<file path="config.mk">
export PLATFORM = sky130hd
export DESIGN_NAME = date_string_validator_flat
export DESIGN_NICKNAME = d
export VERILOG_FILES = /design/src/dsv_pkg.sv /design/src/dsv_req_if.sv /design/src/dsv_rsp_if.sv /design/src/date_string_validator.sv /design/src/flat_wrapper.sv
export SDC_FILE = /design/constraint.sdc
export NUM_CORES = 1
export LEC_CHECK = 0
export BUFFER_PORTS_ARGS = -buffer_cell sky130_fd_sc_hd__buf_4
export CORE_MARGIN = 4
export CORE_UTILIZATION = 60
export DETAILED_ROUTE_END_ITERATION = 6
export GPL_TIMING_DRIVEN = 0
export PLACE_DENSITY = 0.79
export SLEW_MARGIN = 5
export SYNTH_ARGS = -nofsm -noshare
export SYNTH_HDL_FRONTEND = slang
export SYNTH_SLANG_ARGS = --single-unit
export TNS_END_PERCENT = 30
</file>
<file path="constraint.sdc">
create_clock -name clock -period 9.8 [get_ports clock]
set_input_delay 2.94 -clock clock [delete_from_list [all_inputs] [get_ports clock]]
set_output_delay 2.94 -clock clock [all_outputs]
set_load 0.005 [all_outputs]
</file>
<file path="src/dsv_pkg.sv">
// shared types, constants and helpers for the date string validator
`default_nettype none

package dsv_pkg;

   localparam int CHAR_W      = 8;
   localparam int DAY_W       = 5;
   localparam int MONTH_W     = 4;
   localparam int YEAR_W      = 14;
   localparam int PAIR_W      = 7;   // value of two decimal digits
   localparam int DIGIT_W     = 4;
   localparam int DM_CNT_W    = 2;
   localparam int YEAR_CNT_W  = 3;

   localparam logic [CHAR_W-1:0] SLASH_CODE = 8'h2F;
   localparam logic [CHAR_W-1:0] DIGIT_ZERO = 8'h30;
   localparam logic [CHAR_W-1:0] DIGIT_NINE = 8'h39;

   localparam logic [DM_CNT_W-1:0]   DM_MAX_DIGITS   = 2'd2;
   localparam logic [DM_CNT_W-1:0]   DM_SAT_DIGITS   = 2'd3;
   localparam logic [YEAR_CNT_W-1:0] YEAR_SHORT      = 3'd2;
   localparam logic [YEAR_CNT_W-1:0] YEAR_LONG       = 3'd4;
   localparam logic [YEAR_CNT_W-1:0] YEAR_SAT_DIGITS = 3'd5;

   localparam logic [YEAR_W-1:0] CENTURY_BASE = 14'd2000;

   localparam logic [DAY_W-1:0] LEN_LONG  = 5'd31;
   localparam logic [DAY_W-1:0] LEN_SHORT = 5'd30;
   localparam logic [DAY_W-1:0] LEN_LEAP  = 5'd29;
   localparam logic [DAY_W-1:0] LEN_FEB   = 5'd28;

   typedef enum logic [1:0] {
      FIELD_DAY,
      FIELD_MONTH,
      FIELD_YEAR
   } field_type;

   // days in a month, zero for a month number that does not exist
   function automatic logic [DAY_W-1:0] month_length(input logic [PAIR_W-1:0] month,
                                                     input logic leap);
      logic [DAY_W-1:0] len;
      case (month)
         7'd1, 7'd3, 7'd5, 7'd7, 7'd8, 7'd10, 7'd12: len = LEN_LONG;
         7'd4, 7'd6, 7'd9, 7'd11:                    len = LEN_SHORT;
         7'd2:                                       len = leap ? LEN_LEAP : LEN_FEB;
         default:                                    len = '0;
      endcase
      return len;
   endfunction

endpackage

`default_nettype wire

</file>
<file path="src/dsv_req_if.sv">
// request channel carrying one character of the date string
`default_nettype none

interface dsv_req_if;
   import dsv_pkg::*;

   logic                valid;
   logic                ready;
   logic [CHAR_W-1:0]   char_code;
   logic                last_char;

   modport source (output valid, output char_code, output last_char, input ready);
   modport sink   (input valid, input char_code, input last_char, output ready);
endinterface

`default_nettype wire

</file>
<file path="src/dsv_rsp_if.sv">
// response channel carrying the verdict and the parsed date
`default_nettype none

interface dsv_rsp_if;
   import dsv_pkg::*;

   logic                 valid;
   logic                 ready;
   logic                 date_valid;
   logic [DAY_W-1:0]     day;
   logic [MONTH_W-1:0]   month;
   logic [YEAR_W-1:0]    year;

   modport source (output valid, output date_valid, output day, output month,
                   output year, input ready);
   modport sink   (input valid, input date_valid, input day, input month,
                   input year, output ready);
endinterface

`default_nettype wire

</file>
<file path="src/date_string_validator.sv">
// date string validator: parses d/m/y characters and judges the calendar date
//
//   channel    dir   handshake       payload
//   req_chan   in    valid/ready     char_code[7:0], last_char
//   rsp_chan   out   valid/ready     date_valid, day[4:0], month[3:0], year[13:0]
//
// one request per cycle sustained while the response side keeps up; a character is registered on
// acceptance and parsed from the input register, and the verdict of a last character goes to the
// response register; the parse stage holds a last character while the response register is occupied
// and not being taken; ordinary characters never wait on the response side
// synchronous reset clears parse state and both valid flags
`default_nettype none

module date_string_validator (
   input  wire logic clock,
   input  wire logic reset,
   dsv_req_if.sink   req_chan,
   dsv_rsp_if.source rsp_chan
);
   import dsv_pkg::*;

   // input register
   logic                in_valid_ff, in_valid_in;
   logic [CHAR_W-1:0]   in_char_ff;
   logic                in_last_ff;

   // parse state
   field_type               field_ff, field_in, field_upd;
   logic [DM_CNT_W-1:0]     day_cnt_ff, day_cnt_in, day_cnt_upd;
   logic [DM_CNT_W-1:0]     month_cnt_ff, month_cnt_in, month_cnt_upd;
   logic [YEAR_CNT_W-1:0]   year_cnt_ff, year_cnt_in, year_cnt_upd;
   logic [PAIR_W-1:0]       day_acc_ff, day_acc_in, day_acc_upd;
   logic [PAIR_W-1:0]       month_acc_ff, month_acc_in, month_acc_upd;
   logic [PAIR_W-1:0]       year_hi_ff, year_hi_in, year_hi_upd;   // first two year digits
   logic [PAIR_W-1:0]       year_lo_ff, year_lo_in, year_lo_upd;   // third and fourth
   logic                    error_ff, error_in, error_upd;

   // response register
   logic                 rsp_valid_ff, rsp_valid_in;
   logic                 rsp_date_valid_ff;
   logic [DAY_W-1:0]     rsp_day_ff;
   logic [MONTH_W-1:0]   rsp_month_ff;
   logic [YEAR_W-1:0]    rsp_year_ff;

   logic                 advance;
   logic                 finish;
   logic                 is_digit;
   logic [DIGIT_W-1:0]   digit;
   logic                 leap;
   logic [DAY_W-1:0]     len;
   logic                 format_ok;
   logic                 date_ok;
   logic [YEAR_W-1:0]    year_value;

   assign advance  = in_valid_ff && (!in_last_ff || !rsp_valid_ff || rsp_chan.ready);
   assign finish   = advance && in_last_ff;
   assign req_chan.ready = !in_valid_ff || advance;

   assign in_valid_in = (req_chan.valid && req_chan.ready) ? 1'b1 :
                        (advance ? 1'b0 : in_valid_ff);

   always_ff @(posedge clock) begin
      if (reset) begin
         in_valid_ff <= 1'b0;
      end else begin
         in_valid_ff <= in_valid_in;
      end
      if (req_chan.valid && req_chan.ready) begin
         in_char_ff <= req_chan.char_code;
         in_last_ff <= req_chan.last_char;
      end
   end

   // character decode and state update
   assign is_digit = (in_char_ff >= DIGIT_ZERO) && (in_char_ff <= DIGIT_NINE);
   assign digit    = DIGIT_W'(in_char_ff - DIGIT_ZERO);

   always_comb begin
      field_upd     = field_ff;
      day_cnt_upd   = day_cnt_ff;
      month_cnt_upd = month_cnt_ff;
      year_cnt_upd  = year_cnt_ff;
      day_acc_upd   = day_acc_ff;
      month_acc_upd = month_acc_ff;
      year_hi_upd   = year_hi_ff;
      year_lo_upd   = year_lo_ff;
      error_upd     = error_ff;
      if (in_char_ff == SLASH_CODE) begin
         case (field_ff)
            FIELD_DAY:   field_upd = FIELD_MONTH;
            FIELD_MONTH: field_upd = FIELD_YEAR;
            default:     error_upd = 1'b1;
         endcase
      end else if (is_digit) begin
         case (field_ff)
            FIELD_DAY: begin
               if (day_cnt_ff < DM_MAX_DIGITS)
                  day_acc_upd = PAIR_W'(day_acc_ff * 7'd10 + PAIR_W'(digit));
               if (day_cnt_ff < DM_SAT_DIGITS)
                  day_cnt_upd = day_cnt_ff + 2'd1;
            end
            FIELD_MONTH: begin
               if (month_cnt_ff < DM_MAX_DIGITS)
                  month_acc_upd = PAIR_W'(month_acc_ff * 7'd10 + PAIR_W'(digit));
               if (month_cnt_ff < DM_SAT_DIGITS)
                  month_cnt_upd = month_cnt_ff + 2'd1;
            end
            default: begin
               if (year_cnt_ff < YEAR_SHORT)
                  year_hi_upd = PAIR_W'(year_hi_ff * 7'd10 + PAIR_W'(digit));
               else if (year_cnt_ff < YEAR_LONG)
                  year_lo_upd = PAIR_W'(year_lo_ff * 7'd10 + PAIR_W'(digit));
               if (year_cnt_ff < YEAR_SAT_DIGITS)
                  year_cnt_upd = year_cnt_ff + 3'd1;
            end
         endcase
      end else begin
         error_upd = 1'b1;
      end
   end

   // verdict on the updated state; mod 4 of a two-digit pair is its low bits
   always_comb begin
      if (year_cnt_upd == YEAR_SHORT)
         leap = (year_hi_upd[1:0] == 2'd0);
      else if (year_lo_upd != '0)
         leap = (year_lo_upd[1:0] == 2'd0);
      else
         leap = (year_hi_upd[1:0] == 2'd0);   // whole century: divisible by 400 test
   end

   assign len = month_length(month_acc_upd, leap);

   assign format_ok = !error_upd && (field_upd == FIELD_YEAR)
                      && (day_cnt_upd == 2'd1 || day_cnt_upd == 2'd2)
                      && (month_cnt_upd == 2'd1 || month_cnt_upd == 2'd2)
                      && (year_cnt_upd == YEAR_SHORT || year_cnt_upd == YEAR_LONG);

   assign date_ok = format_ok && (len != '0) && (day_acc_upd != '0)
                    && (day_acc_upd <= PAIR_W'(len));

   assign year_value = (year_cnt_upd == YEAR_SHORT) ?
                       CENTURY_BASE + YEAR_W'(year_hi_upd) :
                       YEAR_W'(YEAR_W'(year_hi_upd) * 14'd100) + YEAR_W'(year_lo_upd);

   // end of string returns all parse state to its start
   always_comb begin
      if (finish) begin
         field_in     = FIELD_DAY;
         day_cnt_in   = '0;
         month_cnt_in = '0;
         year_cnt_in  = '0;
         day_acc_in   = '0;
         month_acc_in = '0;
         year_hi_in   = '0;
         year_lo_in   = '0;
         error_in     = 1'b0;
      end else if (advance) begin
         field_in     = field_upd;
         day_cnt_in   = day_cnt_upd;
         month_cnt_in = month_cnt_upd;
         year_cnt_in  = year_cnt_upd;
         day_acc_in   = day_acc_upd;
         month_acc_in = month_acc_upd;
         year_hi_in   = year_hi_upd;
         year_lo_in   = year_lo_upd;
         error_in     = error_upd;
      end else begin
         field_in     = field_ff;
         day_cnt_in   = day_cnt_ff;
         month_cnt_in = month_cnt_ff;
         year_cnt_in  = year_cnt_ff;
         day_acc_in   = day_acc_ff;
         month_acc_in = month_acc_ff;
         year_hi_in   = year_hi_ff;
         year_lo_in   = year_lo_ff;
         error_in     = error_ff;
      end
   end

   always_ff @(posedge clock) begin
      if (reset) begin
         field_ff     <= FIELD_DAY;
         day_cnt_ff   <= '0;
         month_cnt_ff <= '0;
         year_cnt_ff  <= '0;
         day_acc_ff   <= '0;
         month_acc_ff <= '0;
         year_hi_ff   <= '0;
         year_lo_ff   <= '0;
         error_ff     <= 1'b0;
      end else begin
         field_ff     <= field_in;
         day_cnt_ff   <= day_cnt_in;
         month_cnt_ff <= month_cnt_in;
         year_cnt_ff  <= year_cnt_in;
         day_acc_ff   <= day_acc_in;
         month_acc_ff <= month_acc_in;
         year_hi_ff   <= year_hi_in;
         year_lo_ff   <= year_lo_in;
         error_ff     <= error_in;
      end
   end

   // response register
   assign rsp_valid_in = finish ? 1'b1 : (rsp_chan.ready ? 1'b0 : rsp_valid_ff);

   always_ff @(posedge clock) begin
      if (reset) begin
         rsp_valid_ff <= 1'b0;
      end else begin
         rsp_valid_ff <= rsp_valid_in;
      end
      if (finish) begin
         rsp_date_valid_ff <= date_ok;
         rsp_day_ff        <= date_ok ? DAY_W'(day_acc_upd) : '0;
         rsp_month_ff      <= date_ok ? MONTH_W'(month_acc_upd) : '0;
         rsp_year_ff       <= date_ok ? year_value : '0;
      end
   end

   assign rsp_chan.valid      = rsp_valid_ff;
   assign rsp_chan.date_valid = rsp_date_valid_ff;
   assign rsp_chan.day        = rsp_day_ff;
   assign rsp_chan.month      = rsp_month_ff;
   assign rsp_chan.year       = rsp_year_ff;

   // a rejected date carries zero fields
   a_reject_zero: assert property (@(posedge clock) disable iff (reset)
      rsp_chan.valid && !rsp_chan.date_valid |->
         rsp_chan.day == '0 && rsp_chan.month == '0 && rsp_chan.year == '0)
      else $error("rejected date with non-zero fields");

   // an accepted date has a real day and month
   a_accept_range: assert property (@(posedge clock) disable iff (reset)
      rsp_chan.valid && rsp_chan.date_valid |->
         rsp_chan.day != '0 && rsp_chan.month != '0 && rsp_chan.month <= 4'd12)
      else $error("accepted date out of range");

   // a response only appears after a last character was parsed
   a_rsp_source: assert property (@(posedge clock) disable iff (reset)
      !$past(reset) && $rose(rsp_valid_ff) |-> $past(finish))
      else $error("response without a last character");

   // parse state is back at its start after a string ends
   a_restart: assert property (@(posedge clock) disable iff (reset)
      !$past(reset) && $past(finish) |->
         field_ff == FIELD_DAY && !error_ff && year_cnt_ff == '0 && day_cnt_ff == '0)
      else $error("parse state not cleared after end of string");

endmodule

`default_nettype wire

</file>
<file path="src/flat_wrapper.sv">
// flat-port wrapper written by rule: the top's interface ports become plain ports
module date_string_validator_flat import dsv_pkg::*;
  (clock, reset, req_chan_valid, req_chan_char_code, req_chan_last_char, req_chan_ready, rsp_chan_valid, rsp_chan_date_valid, rsp_chan_day, rsp_chan_month, rsp_chan_year, rsp_chan_ready);
  dsv_req_if req_chan_i ();
  dsv_rsp_if rsp_chan_i ();
  input  wire logic clock;
  input  wire logic reset;
  input wire logic [$bits(req_chan_i.valid)-1:0] req_chan_valid;
  input wire logic [$bits(req_chan_i.char_code)-1:0] req_chan_char_code;
  input wire logic [$bits(req_chan_i.last_char)-1:0] req_chan_last_char;
  output wire logic [$bits(req_chan_i.ready)-1:0] req_chan_ready;
  output wire logic [$bits(rsp_chan_i.valid)-1:0] rsp_chan_valid;
  output wire logic [$bits(rsp_chan_i.date_valid)-1:0] rsp_chan_date_valid;
  output wire logic [$bits(rsp_chan_i.day)-1:0] rsp_chan_day;
  output wire logic [$bits(rsp_chan_i.month)-1:0] rsp_chan_month;
  output wire logic [$bits(rsp_chan_i.year)-1:0] rsp_chan_year;
  input wire logic [$bits(rsp_chan_i.ready)-1:0] rsp_chan_ready;
  assign req_chan_i.valid = req_chan_valid;
  assign req_chan_i.char_code = req_chan_char_code;
  assign req_chan_i.last_char = req_chan_last_char;
  assign req_chan_ready = req_chan_i.ready;
  assign rsp_chan_valid = rsp_chan_i.valid;
  assign rsp_chan_date_valid = rsp_chan_i.date_valid;
  assign rsp_chan_day = rsp_chan_i.day;
  assign rsp_chan_month = rsp_chan_i.month;
  assign rsp_chan_year = rsp_chan_i.year;
  assign rsp_chan_i.ready = rsp_chan_ready;
  date_string_validator u_core (.clock(clock), .reset(reset), .req_chan(req_chan_i), .rsp_chan(rsp_chan_i));
endmodule
</file>
Word-level counts from Yosys, hierarchy flattened. Cells that the tools add are included.

Output and inout bits: 26. Logic and storage cells: 139. Register bits: 73.

Muxes and demuxes: 43. Reductions and logical operators: 33. Add/sub/neg operators: 10. Multipliers: 5. Magnitude comparators: 10. Eq/ne operators: 21.

Operators by type and width (count): 7-bit 2-to-1 mux (17); 7-bit by 4-bit equality test with 1-bit output (second input constant) (5); 7-bit by 4-bit adder with 7-bit output (4); 7-bit by 3-bit equality test with 1-bit output (second input constant) (4); 7-bit by 3-bit multiplier with 6-bit output (second input constant) (4); 2-bit 2-to-1 mux (9); 5-bit case mux with 3 select lines (1); 14-bit by 7-bit adder with 14-bit output (1); 7-bit by 2-bit equality test with 1-bit output (second input constant) (2); 14-bit 2-to-1 mux (1); 7-bit nonzero test (2); 11-bit by 7-bit adder with 12-bit output (first input constant) (1); 7-bit by 5-bit multiplier with 12-bit output (second input constant) (1); 3-bit 2-to-1 mux (4); 1-bit logical AND (11); 1-bit 2-to-1 mux (10); 8-bit by 6-bit equality test with 1-bit output (second input constant) (1); 8-bit by 6-bit greater-or-equal comparator with 1-bit output (second input constant) (1); 8-bit by 6-bit <= comparator with 1-bit output (second input constant) (1); 2-bit less-than comparator (second input constant) (4); 7-bit by 1-bit equality test with 1-bit output (second input constant) (1); 7-bit by 5-bit <= comparator with 1-bit output (1); 7-bit OR reduction (1); 2-bit by 1-bit equality test with 1-bit output (second input constant) (3); other kinds (16) (32).

Depth between registers and ports, before layout. Gate-level depths: netlist (run 1).

Word-level depth: 16. Gate-level depth with buffers: 21.

Worst setup path before layout (run 1). OpenSTA, ideal clock, no wires.

Path type: input to output. Start point: input rsp_chan_ready. End point: output req_chan_ready. Data arrival time: 3.254 ns. Setup slack: 3.606 ns. Stages on the path: 2. Data required time: 6.860 ns. Buffers on the path: 0. Cell sequence: nor2b_1 > nand3_1.

Cells in the longest elaborated chain, start to end: 3.

RTL lines: start: declaration (line flat_wrapper.sv:17) `input wire logic [$bits(rsp_chan_i.ready)-1:0] rsp_chan_ready;`; 1-bit logical OR (line date_string_validator.sv:55) `assign advance = in_valid_ff && (!in_last_ff || !rsp_valid_ff || rsp_chan.ready);`; 1-bit logical AND (line date_string_validator.sv:55); 1-bit logical OR (line date_string_validator.sv:57) `assign req_chan.ready = !in_valid_ff || advance;`; end: declaration (line flat_wrapper.sv:11) `output wire logic [$bits(req_chan_i.ready)-1:0] req_chan_ready;`.

No other way between the ends.

Worst setup path in the final report (run 1). Ends and elaborated chain as after synthesis.

==> results of run 1 <==
## through the flow
| step | hold WS (ns) | std cells | instance area [um^2] | setup slack, ns |
|---|---|---|---|---|
| 6_report | 0.474 | 761 | 6170 | 3.29 |
| 5_1_grt | 0.482 | 761 | 6170 | 3.22 |
| 4_1_cts | 0.470 | 761 | 6170 | 3.27 |
| 3_5_place_dp | 0.455 | 745 | 5960 | 3.28 |
| 3_3_place_gp | 0.449 | 745 | 5960 | 3.32 |
| 2_1_floorplan | 0.432 | 599 | 5540 | 3.61 |
## layout make-up
| class | count | area, um^2 |
|---|---|---|
| fill | 671 | 2680 |
| clock inverter | 6 | 82.6 |
| sequential | 73 | 1790 |
| clock buffer | 10 | 128 |
| inverter | 39 | 146 |
| multi-input combinational | 467 | 3510 |
| timing repair buffer | 38 | 285 |
| tap | 108 | 135 |
| buffer | 20 | 88.8 |
## metal layers
metal,track usage,up-vias,share of wire
met5,0,-,0
met4,0.0788,0,0.028
met3,0.0422,26,0.073
met2,0.382,189,0.46
met1,0.335,2166,0.44
li1,-,2235,-
## cells in the final DEF (no fill, tap or decap), types with 5 or more instances in the layout
cell type / instances
a21oi_1: 50
nor2_1: 83
edfxtp_1: 33
nor3_1: 9
nand3_1: 12
nor3b_1: 6
buf_4: 39
nor2b_1: 11
ha_1: 71
nand3b_1: 5
nand2_1: 37
o21ai_0: 13
xnor2_1: 30
fa_1: 11
mux2i_1: 22
dfxtp_1: 40
xor2_1: 11
a211oi_1: 27
clkbuf_8: 9
inv_1: 39
clkbuf_1: 16
a21o_1: 5
## flip-flops by register name, summed over array words and instances (netlist names)
register	cells
u_core.year_hi_ff	7
u_core.in_valid_ff	1
u_core.year_cnt_ff	3
u_core.year_lo_ff	7
u_core.day_acc_ff	7
u_core.field_ff	2
u_core.day_cnt_ff	2
u_core.rsp_chan.day	5
u_core.in_char_ff	8
u_core.rsp_chan.valid	1
u_core.rsp_chan.date_valid	1
u_core.rsp_chan.month	4
u_core.error_ff	1
u_core.in_last_ff	1
u_core.rsp_chan.year	14
u_core.month_acc_ff	7
u_core.month_cnt_ff	2
## logic make-up (layout without fill, tap and decap cells)
family | Yosys count | in the layout | synth area share
AOI/OAI and AO/OA | 124 | 124 | 0.144
xor gates and xnor gates | 43 | 43 | 0.0730
adders and majority gates | 82 | 82 | 0.200
buffers and inverters | 59 | 113 | 0.0425
and+or+nand+nor | 195 | 195 | 0.176
DFF | 73 | 73 | 0.323
muxes | 23 | 23 | 0.0418
## power groups by stage
stage	clock network [mW]	logic, mW	registers, mW
after floorplan	0	0.0662	0.338
after global placement	0	0.0881	0.340
after detailed placement	0	0.0916	0.340
after CTS	0.261	0.0928	0.333
after global routing	0.275	0.106	0.335
final	0.258	0.0935	0.334
## synth_stat cells, types with 3 or more instances
master / instances / share of area
a211oi_1: 27 / 0.037
nor2b_1: 11 / 0.012
nor3b_1: 6 / 0.0081
nor3_1: 9 / 0.0081
dfxtp_1: 40 / 0.14
a21oi_1: 50 / 0.045
fa_1: 11 / 0.040
nand3_1: 12 / 0.011
inv_1: 39 / 0.026
nand2_1: 37 / 0.025
a21o_1: 5 / 0.0068
or3_1: 3 / 0.0034
nand4_1: 4 / 0.0045
nand2b_1: 3 / 0.0034
mux2i_1: 22 / 0.040
o21ai_0: 13 / 0.012
xnor2_1: 30 / 0.047
xor2_1: 11 / 0.017
clkbuf_1: 15 / 0.010
and3_1: 3 / 0.0034
a31oi_1: 3 / 0.0034
nand3b_1: 5 / 0.0068
edfxtp_1: 33 / 0.18
nor2_1: 83 / 0.056
ha_1: 71 / 0.16
o31ai_1: 3 / 0.0041
## critical path, delay by kind of cell
kind	cells	cell delay, ns
buf+inv	2	0.26
simple gates	2	0.37
## final timing paths
path	startpoint	endpoint	slack (ns)	cells past startpoint
setup / recovery	rsp_chan_ready	req_chan_ready	3.29	4
hold / removal	u_core.month_acc_ff[6]	u_core.month_acc_ff[6]	0.47	2
setup reg to reg	u_core.in_char_ff[2]	u_core.rsp_chan.year[13]	3.81	19
hold reg to reg	u_core.month_acc_ff[6]	u_core.month_acc_ff[6]	0.47	2
==> flow_metrics.env, run 1 <==
export IMPL_drive_gt1_frac=0.104
export IMPL_diodes=0
export IMPL_finClkSkew_ns=0.0115
export IMPL_syn2layout_area_growth_pct=11.4
export IMPL_crit_chain="buf_4 -> nor2b_1 -> nand3_1 -> buf_4"
export IMPL_min_period_ns=6.51
export IMPL_synthCells=599
export IMPL_synthFlopType="dfxtp_1"
export IMPL_vdd_drop_max_mv=0.114
export IMPL_yosysWarnings=0
export IMPL_syn_nets=694
export IMPL_hold_viol=0
export IMPL_synth_edf_count=33
export IMPL_crit_type="input port to output pin"
export IMPL_clk_pin_slew_worst_paths_ns=0.08
export IMPL_p_sw_mw=0.179
export IMPL_die_width_um=104
export IMPL_async_reset_ff_frac=0
export IMPL_setup_violations=0
export IMPL_cts_hold_buf=0
export IMPL_ys_seq_area_frac=0.323
export IMPL_clkPwrFrac=0.377
export IMPL_cts_resized_gates=0
export IMPL_drt_iter0_markers=385
export IMPL_seqPwrFrac=0.487
export IMPL_tightest_slew_ns=1.19
export IMPL_cts_max_level=3
export IMPL_synth_area_per_cell_um2=9.25
export IMPL_grt_max_degree=27
export IMPL_fmax_mhz=154
export IMPL_core_area_mm2=0.00885
export IMPL_ys_ff_latch=73
export IMPL_initial_core_util=0.626
export IMPL_slew_violations=0
export IMPL_synth_cell_types=62
export IMPL_grt_use_total=0.241
export IMPL_worst_ep_arrival_time_ns=3.57
export IMPL_min_path_type="flip-flop to flip-flop"
export IMPL_syn_area_mm2=0.00554
export IMPL_cts_buffers=9
export IMPL_status="finished clean"
export IMPL_p_comb_frac=0.136
export IMPL_intPower_mw=0.507
export IMPL_vias=4616
export IMPL_fp_row_count=34
export IMPL_totalPowerFinal_mw=0.686
export IMPL_p_leak_nw=2.72
export IMPL_nets=743
export IMPL_wire_per_inst_um=16.6
export IMPL_slowest_stage="nor2b_1"
export IMPL_grt_pass1_vias=4520
export IMPL_drt_vias_per_instance=6.07
export IMPL_ctsLongestPathBuffers=2
export IMPL_cp_end_kind="output pin"
export IMPL_place_congestion=0.918
export IMPL_clkLatencyLatePin_ns=0.35
export IMPL_grt_overflow=0
export IMPL_p_per_area_mw_per_mm2=111
export IMPL_drcViolationCount=0
export IMPL_antenna_found_initial=0
export IMPL_cts_tree="yes"
export IMPL_slowest_delay_ns=0.23
export IMPL_port_buffers=38
export IMPL_setup_tns_ns=0
export IMPL_switching_share=0.261
export IMPL_antenna_left=0
export IMPL_maxSlewHeadroom=0.206
export IMPL_cp_max_fo=4
export IMPL_cts_root_buf="clkbuf_8"
export IMPL_hpwl_um=9820
export IMPL_fin_util=0.697
export IMPL_fp_dieH_um=104
export IMPL_cts_sinks=73
export IMPL_cts_setup_buffers=0
export IMPL_crit_top_cell="buf_4"
export IMPL_drv_cap=0
export IMPL_final_period_utilization=0.665
export IMPL_rsz0062_at_grt="false"
export IMPL_dieArea_mm2=0.0108
export IMPL_cp_start_kind="input port"
export IMPL_dr_pass1_iters=5
export IMPL_io_pins=39
export IMPL_grt_pass1_wl_um=21600
export IMPL_crit_required_ns=6.86
export IMPL_wl_um=12700
No activity file was read; power rests on OpenSTA's default activity.
==> inputs of run 2 (changes only) <==
--- a/config.mk
+++ b/config.mk
@@ -5,6 +5,7 @@
 export SDC_FILE = /design/constraint.sdc
 export NUM_CORES = 1
 export LEC_CHECK = 0
+export ABC_AREA = 1
 export BUFFER_PORTS_ARGS = -buffer_cell sky130_fd_sc_hd__buf_4
 export CORE_MARGIN = 4
 export CORE_UTILIZATION = 60
==> constraint.sdc (replaced) <==
create_clock -name clock -period 6.8 [get_ports clock]
set_input_delay 2.04 -clock clock [delete_from_list [all_inputs] [get_ports clock]]
set_output_delay 2.04 -clock clock [all_outputs]
set_load 0.005 [all_outputs]
==> run 2 against run 1 <==
Register-to-register slack lost 2.3 ns. Final cell count grew 28%. Worst hold slack gained 0.031 ns. Sequential power grew 49%. Critical path depth grew 19. Count of clock-buffer cells in the layout is the same. Global-route usage grew 0.37 points. Via count grew 12%. Wire length grew 8.5%. Clock skew grew 0.010 ns. Critical endpoint is now u_core.rsp_chan.year[13]. Largest cell class unchanged. Largest power group unchanged.
==> flow_metrics.env, run 2 <==
export IMPL_die_width_um=108
export IMPL_synth_area_per_cell_um2=7.67
export IMPL_synthAdderAreaFrac=0.183
export IMPL_fmax_mhz=190
export IMPL_yosys_mux_area_fraction=0
export IMPL_syn2layout_area_growth_pct=10.3
export IMPL_ys_seq_area_frac=0.296
export IMPL_cts_setup_buffers=0
export IMPL_r2r_cells=23
export IMPL_drive_gt1_frac=0.134
export IMPL_cts_root_buf="clkbuf_8"
export IMPL_place_ws_ns=1.49
export IMPL_crit_top_cell="nand2_1"
export IMPL_cts_hold_buf=0
export IMPL_nFillCells=811
export IMPL_ctsLongestPathBuffers=2
export IMPL_r2r_start="u_core.in_char_ff[2]"
export IMPL_yosysWarnings=0
export IMPL_grt_overflow=0
export IMPL_dieArea_mm2=0.0118
export IMPL_grt_pass1_wl_um=23100
export IMPL_drt_vias_per_instance=5.32
export IMPL_fin_util=0.683
export IMPL_setup_tns_ns=0
export IMPL_p_leak_nw=3.45
export IMPL_core_area_mm2=0.00977
export IMPL_wl_um=13700
export IMPL_crit_type="flip-flop to flip-flop"
export IMPL_synth_most_common_cell="nand2_1"
export IMPL_min_to="u_core.error_ff"
export IMPL_tightest_slew_ns=0.947
export IMPL_clkLatencyLatePin_ns=0.36
export IMPL_clk_pin_slew_worst_paths_ns=0.09
export IMPL_cp_start_kind="flip-flop"
export IMPL_final_cells=976
export IMPL_synthCells=789
export IMPL_synth_top_family_by_area="simple AND/OR/NAND/NOR gates"
export IMPL_fp_row_count=36
export IMPL_largest_reg_flops=14
export IMPL_synth_cell_types=44
export IMPL_crit_chain="o21ai_2 -> nand2_2 -> nor2_4 -> nand2_1 -> clkinv_1 -> o21ai_0 -> ha_1 -> ha_1 -> inv_1 -> fa_1 -> inv_1 -> ha_1 -> a21oi_1 -> nand2_1 -> nand2_1 -> nand2_1 -> a21oi_1 -> xor2_1 -> nor2_1 -> nand2_1 -> nand2_1 -> nand2_1 -> nor2_1"
export IMPL_p_per_area_mw_per_mm2=166
export IMPL_antenna_left=0
export IMPL_cp_max_fo=10
export IMPL_status="finished clean"
export IMPL_antenna_found_initial=0
export IMPL_synth_compound_area_frac=0.112
export IMPL_rsz0062_at_grt="false"
export IMPL_synth_edf_count=33
export IMPL_maxSlewHeadroom=0.368
export IMPL_drcViolationCount=0
export IMPL_hold_path_depth=2
export IMPL_fp_dieH_um=108
export IMPL_dr_pass1_iters=5
export IMPL_syn_nets=884
export IMPL_drv_cap=0
export IMPL_worst_r2r_endpoint="u_core.rsp_chan.year[13]"
export IMPL_slew_violations=0
export IMPL_worst_ep_arrival_time_ns=5.38
export IMPL_synth_top_area_share=0.164
export IMPL_async_reset_ff_frac=0
export IMPL_cts_resized_gates=0
export IMPL_place_congestion=0.899
export IMPL_final_common_cell="nand2_1"
export IMPL_diodes=0
export IMPL_ff2ff_setup_slack_ns=1.54
export IMPL_drt_iter0_markers=320
export IMPL_most_common_layout_cells="172 x nand2_1, 126 x inv_1, 71 x ha_1"
export IMPL_finClkSkew_ns=0.0215
export IMPL_synth_simple_area_share=0.263
export IMPL_grt_use_total=0.245
export IMPL_wire_per_inst_um=14.1
export IMPL_slowest_stage="edfxtp_1"
export IMPL_vias=5189
export IMPL_multi_input_area_mm2=0.00364
export IMPL_dp_cells=960
export IMPL_min_path_type="flip-flop to flip-flop"
export IMPL_cts_sinks=73
export IMPL_yosysTopAreaCell="edfxtp_1"
export IMPL_totalPowerFinal_mw=1.11
export IMPL_cts_buffers=9
export IMPL_syn_area_mm2=0.00605
export IMPL_crit_buf_inv=3
export IMPL_io_pins=39
export IMPL_final_period_utilization=0.773
export IMPL_synth_xor_area_share=0.0434
export IMPL_regArea_mm2=0.00179
export IMPL_setup_violations=0
export IMPL_initial_core_util=0.619
export IMPL_cts_max_level=3
export IMPL_min_period_ns=5.26
export IMPL_nets=933
export IMPL_hold_viol=0
export IMPL_cp_end_kind="flip-flop"
export IMPL_slowest_delay_ns=0.72
export IMPL_cts_tree="yes"
export IMPL_synthTopCellsByArea="edfxtp_1 16%, ha_1 15%, dfxtp_1 13%, nand2_1 11%, inv_1 7.8%"
export IMPL_hold_start="u_core.error_ff"
export IMPL_synthFlopType="dfxtp_1"
export IMPL_crit_required_ns=6.93
export IMPL_hpwl_um=11000
export IMPL_ys_top_cells_by_count="172 x nand2_1, 126 x inv_1, 71 x ha_1"
export IMPL_grt_max_degree=26
export IMPL_grt_pass1_vias=5127
export IMPL_ys_ff_latch=73
export IMPL_port_buffers=38
export IMPL_vdd_drop_max_mv=0.152
export IMPL_worst_slack_ns=1.54
export IMPL_critPathTopFamily="adder cells"
==> run 2: how the worst max path moves through the flow <==
stage                                     to  cells past startpoint            startpoint
floorplan           u_core.rsp_chan.year[12]                     24  u_core.in_char_ff[1]
global placement    u_core.rsp_chan.year[13]                     25  u_core.in_char_ff[2]
detailed placement  u_core.rsp_chan.year[13]                     25  u_core.in_char_ff[2]
CTS                 u_core.rsp_chan.year[13]                     25  u_core.in_char_ff[2]
global route        u_core.rsp_chan.year[12]                     24  u_core.in_char_ff[2]
finish              u_core.rsp_chan.year[13]                     23  u_core.in_char_ff[2]
==> run 2: layout make-up <==
class                           count  share of cell area
Multi-Input combinational cell    563               0.546
Clock inverter                      6             0.00675
Sequential cell                    73               0.269
Buffer                             17              0.0148
Timing Repair Buffer               38              0.0428
Clock buffer                       10              0.0191
Inverter                          136              0.0771
Tap cell                          133              0.0249
==> run 2: power breakdown <==
group	leakage, nW	total (mW)	switching, mW	internal [mW]
combinational	2.71	0.294	0.182	0.112
sequential	0.662	0.498	0.0220	0.476
clock	0.0785	0.314	0.181	0.133
==> run 2: cells by family after synthesis <==
family                     count (synthesis)
xor gates and xnor gates                  30
AOI/OAI and AO/OA                        124
adders and majority gates                 82
and+or+nand+nor                          327
buffers and inverters                    153
DFF                                       73
==> run 2: per-stage QoR <==
step | hold slack, ns | cell area [um^2]
after detailed placement | 0.492 | 6500
after CTS | 0.504 | 6670
after global routing | 0.550 | 6670
final | 0.505 | 6670
after floorplan | 0.475 | 6050
after global placement | 0.484 | 6500
==> run 2: per-layer routing <==
layer / GRT usage / vias up / part of all wire
met1: 0.313 / 2377 / 0.45
li1: - / 2642 / -
met3: 0.0358 / 22 / 0.056
met5: 0 / - / 0
met4: 0.0649 / 0 / 0.014
met2: 0.431 / 148 / 0.48
==> run 2: worst register-to-register path, stage by stage (launching register included) <==
cell and delay, ns:
edfxtp_1 0.72, o21ai_2 0.17, nand2_2 0.20, nor2_4 0.08, nand2_1 0.16, clkinv_1 0.26
o21ai_0 0.66, ha_1 0.35, ha_1 0.27, inv_1 0.05, fa_1 0.50, inv_1 0.05
ha_1 0.34, a21oi_1 0.17, nand2_1 0.13, nand2_1 0.10, nand2_1 0.05, a21oi_1 0.15
xor2_1 0.28, nor2_1 0.10, nand2_1 0.08, nand2_1 0.06, nand2_1 0.07, nor2_1 0.04
